===== config.mk =====
export PLATFORM = sky130hd
export DESIGN_NAME = lirt_ctrl
export DESIGN_NICKNAME = d
export VERILOG_FILES = /design/src/hdl/lirt_pkg.sv /design/src/hdl/lirt_ctrl.sv
export SDC_FILE = /design/constraint.sdc
export NUM_CORES = 1
export LEC_CHECK = 0
export BUFFER_PORTS_ARGS = -buffer_cell sky130_fd_sc_hd__clkbuf_2
export CORE_AREA = 2 2 39 41
export CTS_CLUSTER_DIAMETER = 30
export CTS_CLUSTER_SIZE = 28
export DETAILED_ROUTE_END_ITERATION = 7
export DIE_AREA = 0 0 41 43
export SYNTH_ARGS = -nofsm -noshare
export SYNTH_HDL_FRONTEND = slang
export SYNTH_SLANG_ARGS = --single-unit

===== constraint.sdc =====
create_clock -name clk_i -period 1.75 [get_ports clk_i]
set_clock_uncertainty 0.15 [all_clocks]
set_input_delay 0.0875 -clock clk_i [delete_from_list [all_inputs] [get_ports clk_i]]
set_output_delay 0.0875 -clock clk_i [all_outputs]
set_load 0.05 [all_outputs]

===== src/hdl/lirt_pkg.sv =====
// ----------------------------------------------------------------------------
// lirt_pkg
// shared types and constants of the input record table
// ----------------------------------------------------------------------------
package lirt_pkg;

  localparam int unsigned DefaultEntries = 64;
  localparam logic [7:0]  InvalidPlayerReset = 8'd255;

  typedef enum logic [1:0] {
    MODE_STORE  = 2'd0,
    MODE_LOOKUP = 2'd1,
    MODE_LATEST = 2'd2,
    MODE_CLEAR  = 2'd3
  } mode_e;

  typedef enum logic [2:0] {
    ST_IDLE,
    ST_READ,
    ST_EVAL,
    ST_WRITE,
    ST_DONE
  } state_e;

  // controller to datapath
  typedef struct packed {
    logic load;     // capture the input word
    logic clr_scan; // reset scan index and scan results
    logic rd_en;    // read the entry at the scan index
    logic eval;     // fold the read entry into the scan results
    logic step;     // advance the scan index
    logic commit;   // apply the store or the clear to the entry
    logic done;     // issue the result word
  } ctrl_t;

  // datapath to controller
  typedef struct packed {
    logic last;     // scan index is on the final entry
    logic hit;      // store or lookup found its key, scan may stop
  } stat_t;

endpackage


===== src/hdl/lirt_ctrl.sv =====
// ----------------------------------------------------------------------------
// lirt_ctrl
// sequencer for the entry scan: read, evaluate, write back, then report
// ----------------------------------------------------------------------------
module lirt_ctrl (
  input  logic              clk_i,
  input  logic              rst_ni,
  input  logic              start_i,
  input  lirt_pkg::stat_t   stat_i,
  output lirt_pkg::ctrl_t   ctrl_o,
  output logic              busy_o
);

  lirt_pkg::state_e state_q, state_d;

  // state register
  always_ff @(posedge clk_i or negedge rst_ni) begin
    if (!rst_ni) begin
      state_q <= lirt_pkg::ST_IDLE;
    end else begin
      state_q <= state_d;
    end
  end

  // next state and commands
  always_comb begin
    state_d = state_q;
    ctrl_o  = '0;
    unique case (state_q)
      lirt_pkg::ST_IDLE: begin
        if (start_i) begin
          ctrl_o.load     = 1'b1;
          ctrl_o.clr_scan = 1'b1;
          state_d         = lirt_pkg::ST_READ;
        end
      end
      lirt_pkg::ST_READ: begin
        ctrl_o.rd_en = 1'b1;
        state_d      = lirt_pkg::ST_EVAL;
      end
      lirt_pkg::ST_EVAL: begin
        ctrl_o.eval = 1'b1;
        state_d     = lirt_pkg::ST_WRITE;
      end
      lirt_pkg::ST_WRITE: begin
        ctrl_o.commit = 1'b1;
        if (stat_i.last || stat_i.hit) begin
          state_d = lirt_pkg::ST_DONE;
        end else begin
          ctrl_o.step = 1'b1;
          state_d     = lirt_pkg::ST_READ;
        end
      end
      lirt_pkg::ST_DONE: begin
        ctrl_o.done = 1'b1;
        state_d     = lirt_pkg::ST_IDLE;
      end
      default: state_d = lirt_pkg::ST_IDLE;
    endcase
  end

  assign busy_o = (state_q != lirt_pkg::ST_IDLE);

  // a result only follows the write-back state
  assert property (@(posedge clk_i) disable iff (!rst_ni)
    ctrl_o.done |-> $past(state_q) == lirt_pkg::ST_WRITE)
    else $error("result without finished scan");
  // an item is only taken when idle
  assert property (@(posedge clk_i) disable iff (!rst_ni)
    ctrl_o.load |-> !busy_o)
    else $error("load while busy");
  // read is always followed by evaluation
  assert property (@(posedge clk_i) disable iff (!rst_ni)
    ctrl_o.rd_en |=> ctrl_o.eval)
    else $error("read not evaluated");

endmodule


==> run metrics <==
outcome=completed; Syn Std Cell Area=181 µm²; final critical-path share of the clock period=0.956; clock tree sinks=3; detailed-route vias per instance=3.95; shortest period the worst path allows=1670 ps; startpoint of the worst setup timing path=state_q[2]$_DFFE_PN0P_; area used by multi-input combinational logic=109 µm²; Core ar.=0.00138 mm²; Die Outline Area=0.00176 mm²; number of global-route vias before repair=227; transition time of the tightest slew-check pin=276 ps; startpoint type of the worst setup path=register; Data required, critical path=1510 ps; post-detailed-route count of antenna-violating nets=0; layout cell share with drive strength beyond 1=0.487; highest achievable clock rate=0.598 GHz; mean area per synthesized cell=8.64 µm²; clock buffer count from CTS=3; IO buf count=12; fill cell total of the finished layout=158; unique cell type count in the Yosys netlist=13; Critical R2R Launch=state_q[1]$_DFFE_PN0P_; number of top-level pins=13; post-detailed-routing wire length=446 µm; largest registers ranked by flip-flop count=state_q (3); clock tree from TritonCTS=yes; worst hold path class=primary input to register; count of warnings emitted by yosys=0; Final setup violation count=0; maximum number of pins on one net before global-route repair=9; number of flip-flops under the largest register name=3; maximum capacitance violations=0; Max Buffers Root-to-Sink=2; area taken by flip-flops and latches=75.1 µm²; number of instances in the synthesized netlist=21; critical hold path startpoint=stat_i[0]; number of levels in the clock H-tree=1; TritonRoute pass-1 iters=4; number of pins exceeding their max-slew limit in the final report=0; Worst-path clk slew=40 ps; width of the chip=41 µm; Clock Tree Root=sky130_fd_sc_hd__clkbuf_4; number of antenna cells inserted=0; # DRC=0; total congestion overflow after global routing=0; number of setup buffers added after CTS=0; count of standard-cell rows=14; unrepaired setup endpoints after global routing=true; post-route cell area=343 µm²; kind of end point of the critical path=output pin; largest register by flop count=state_q; area added between synthesis and finish=89.0%; wire length of the first global-routing pass=828 µm; Mapped Nets=26; HPWL after detailed placement=329 µm; commonest non-fill, non-tap cells in the layout=10 x sky130_fd_sc_hd__clkbuf_2, 4 x sky130_fd_sc_hd__clkbuf_4, 4 x sky130_fd_sc_hd__dlygate4sd3_1; later-pin clock latency in the skew report=240 ps; final net count=45; Crit path arrival time=1440 ps; starting density of the core=0.131; post-synthesis sequential area ratio=0.414; detailed-route via count=217; Die Ht=43 µm; Slew Limit Headroom=0.816; final count of hold timing violations=0; Total Neg Setup Slack=0 ps; critical path class=register to output pin; maximum fanout along the worst path=7; RD Place Congestion=0.660; post-DR wirelength/cell=8.11 µm; starting DRC count in detailed routing=2; total placed instance area=272 µm²; number of synthesized register bits=3; number of antenna violations at the first check in global routing=0; leading cell type in the layout, fill and taps excluded=sky130_fd_sc_hd__clkbuf_2; global router's overall resource usage=0.0795
## cells in the mapped netlist (all sizes together)
cell | instances | area (µm²)
clkbuf | 1 | 5.00
xnor2 | 1 | 8.76
nor3 | 1 | 5.00
nand3b | 1 | 7.51
nor2 | 4 | 15.0
o21bai | 1 | 7.51
nor3b | 3 | 22.5
or3 | 1 | 6.26
dfrtp | 3 | 75.1
a21oi | 1 | 5.00
buf | 1 | 7.51
inv | 2 | 7.51
or3b | 1 | 8.76
## logic make-up (layout without fill, tap and decap cells)
family	count (synthesis)	after routing	synth area share
flops	3	3	0.414
xor+xnor	1	1	0.0483
simple gates	11	11	0.359
compound gates	2	2	0.0690
buf+inv	4	22	0.110
## per-stage QoR
step / hold slack (ps) / utilization / setup slack [ps] / cells
2_1_floorplan: -358 / - / -135 / 21
3_3_place_gp: -263 / 0.196 / 291 / 47
3_5_place_dp: -261 / 0.196 / 276 / 47
4_1_cts: 14.4 / 0.244 / 17.0 / 55
5_1_grt: 51.8 / 0.248 / -12.3 / 55
6_report: 21.3 / 0.248 / 77.4 / 55
## what timing repair did
action	CTS	global route
hold buffers	4	0
endpoints found under the hold margin	5	0
endpoints found under the setup margin	0	2
gates resized for setup	0	5
## routing by layer
layer / part of all wire / global-route usage
met1: 0.36 / 0.0712
met2: 0.55 / 0.103
met3: 0.061 / 0.0157
met4: 0.029 / 0.140
met5: 0 / 0
## final cells by class
| class | count | share of cell area |
|---|---|---|
| tap | 16 | 0.0584 |
| sequential | 3 | 0.219 |
| clock buffer | 4 | 0.0766 |
| timing repair buffer | 16 | 0.307 |
| multi-input combinational | 14 | 0.318 |
| inverter | 2 | 0.0219 |
## critical path, stage by stage, from the launching register on
cell                       delay, ps
sky130_fd_sc_hd__dfrtp_1         430
sky130_fd_sc_hd__or3_4           430
sky130_fd_sc_hd__nor2_4          110
sky130_fd_sc_hd__clkbuf_4        230
## final timing paths
path / to / slack, ps / cells after the start
min in group asynchronous: state_q[0]$_DFFE_PN0P_ / 30 / 2
max in group asynchronous: state_q[2]$_DFFE_PN0P_ / 1310 / 2
setup / recovery: ctrl_o[6] / 80 / 3
setup reg to reg: state_q[0]$_DFFE_PN0P_ / 550 / 2
hold / removal: state_q[0]$_DFFE_PN0P_ / 20 / 3
hold reg to reg: state_q[0]$_DFFE_PN0P_ / 390 / 1
Power is left out: the tool's default activity adds up to more than one toggle a clock period on the data nets, which glitch-free logic cannot reach.
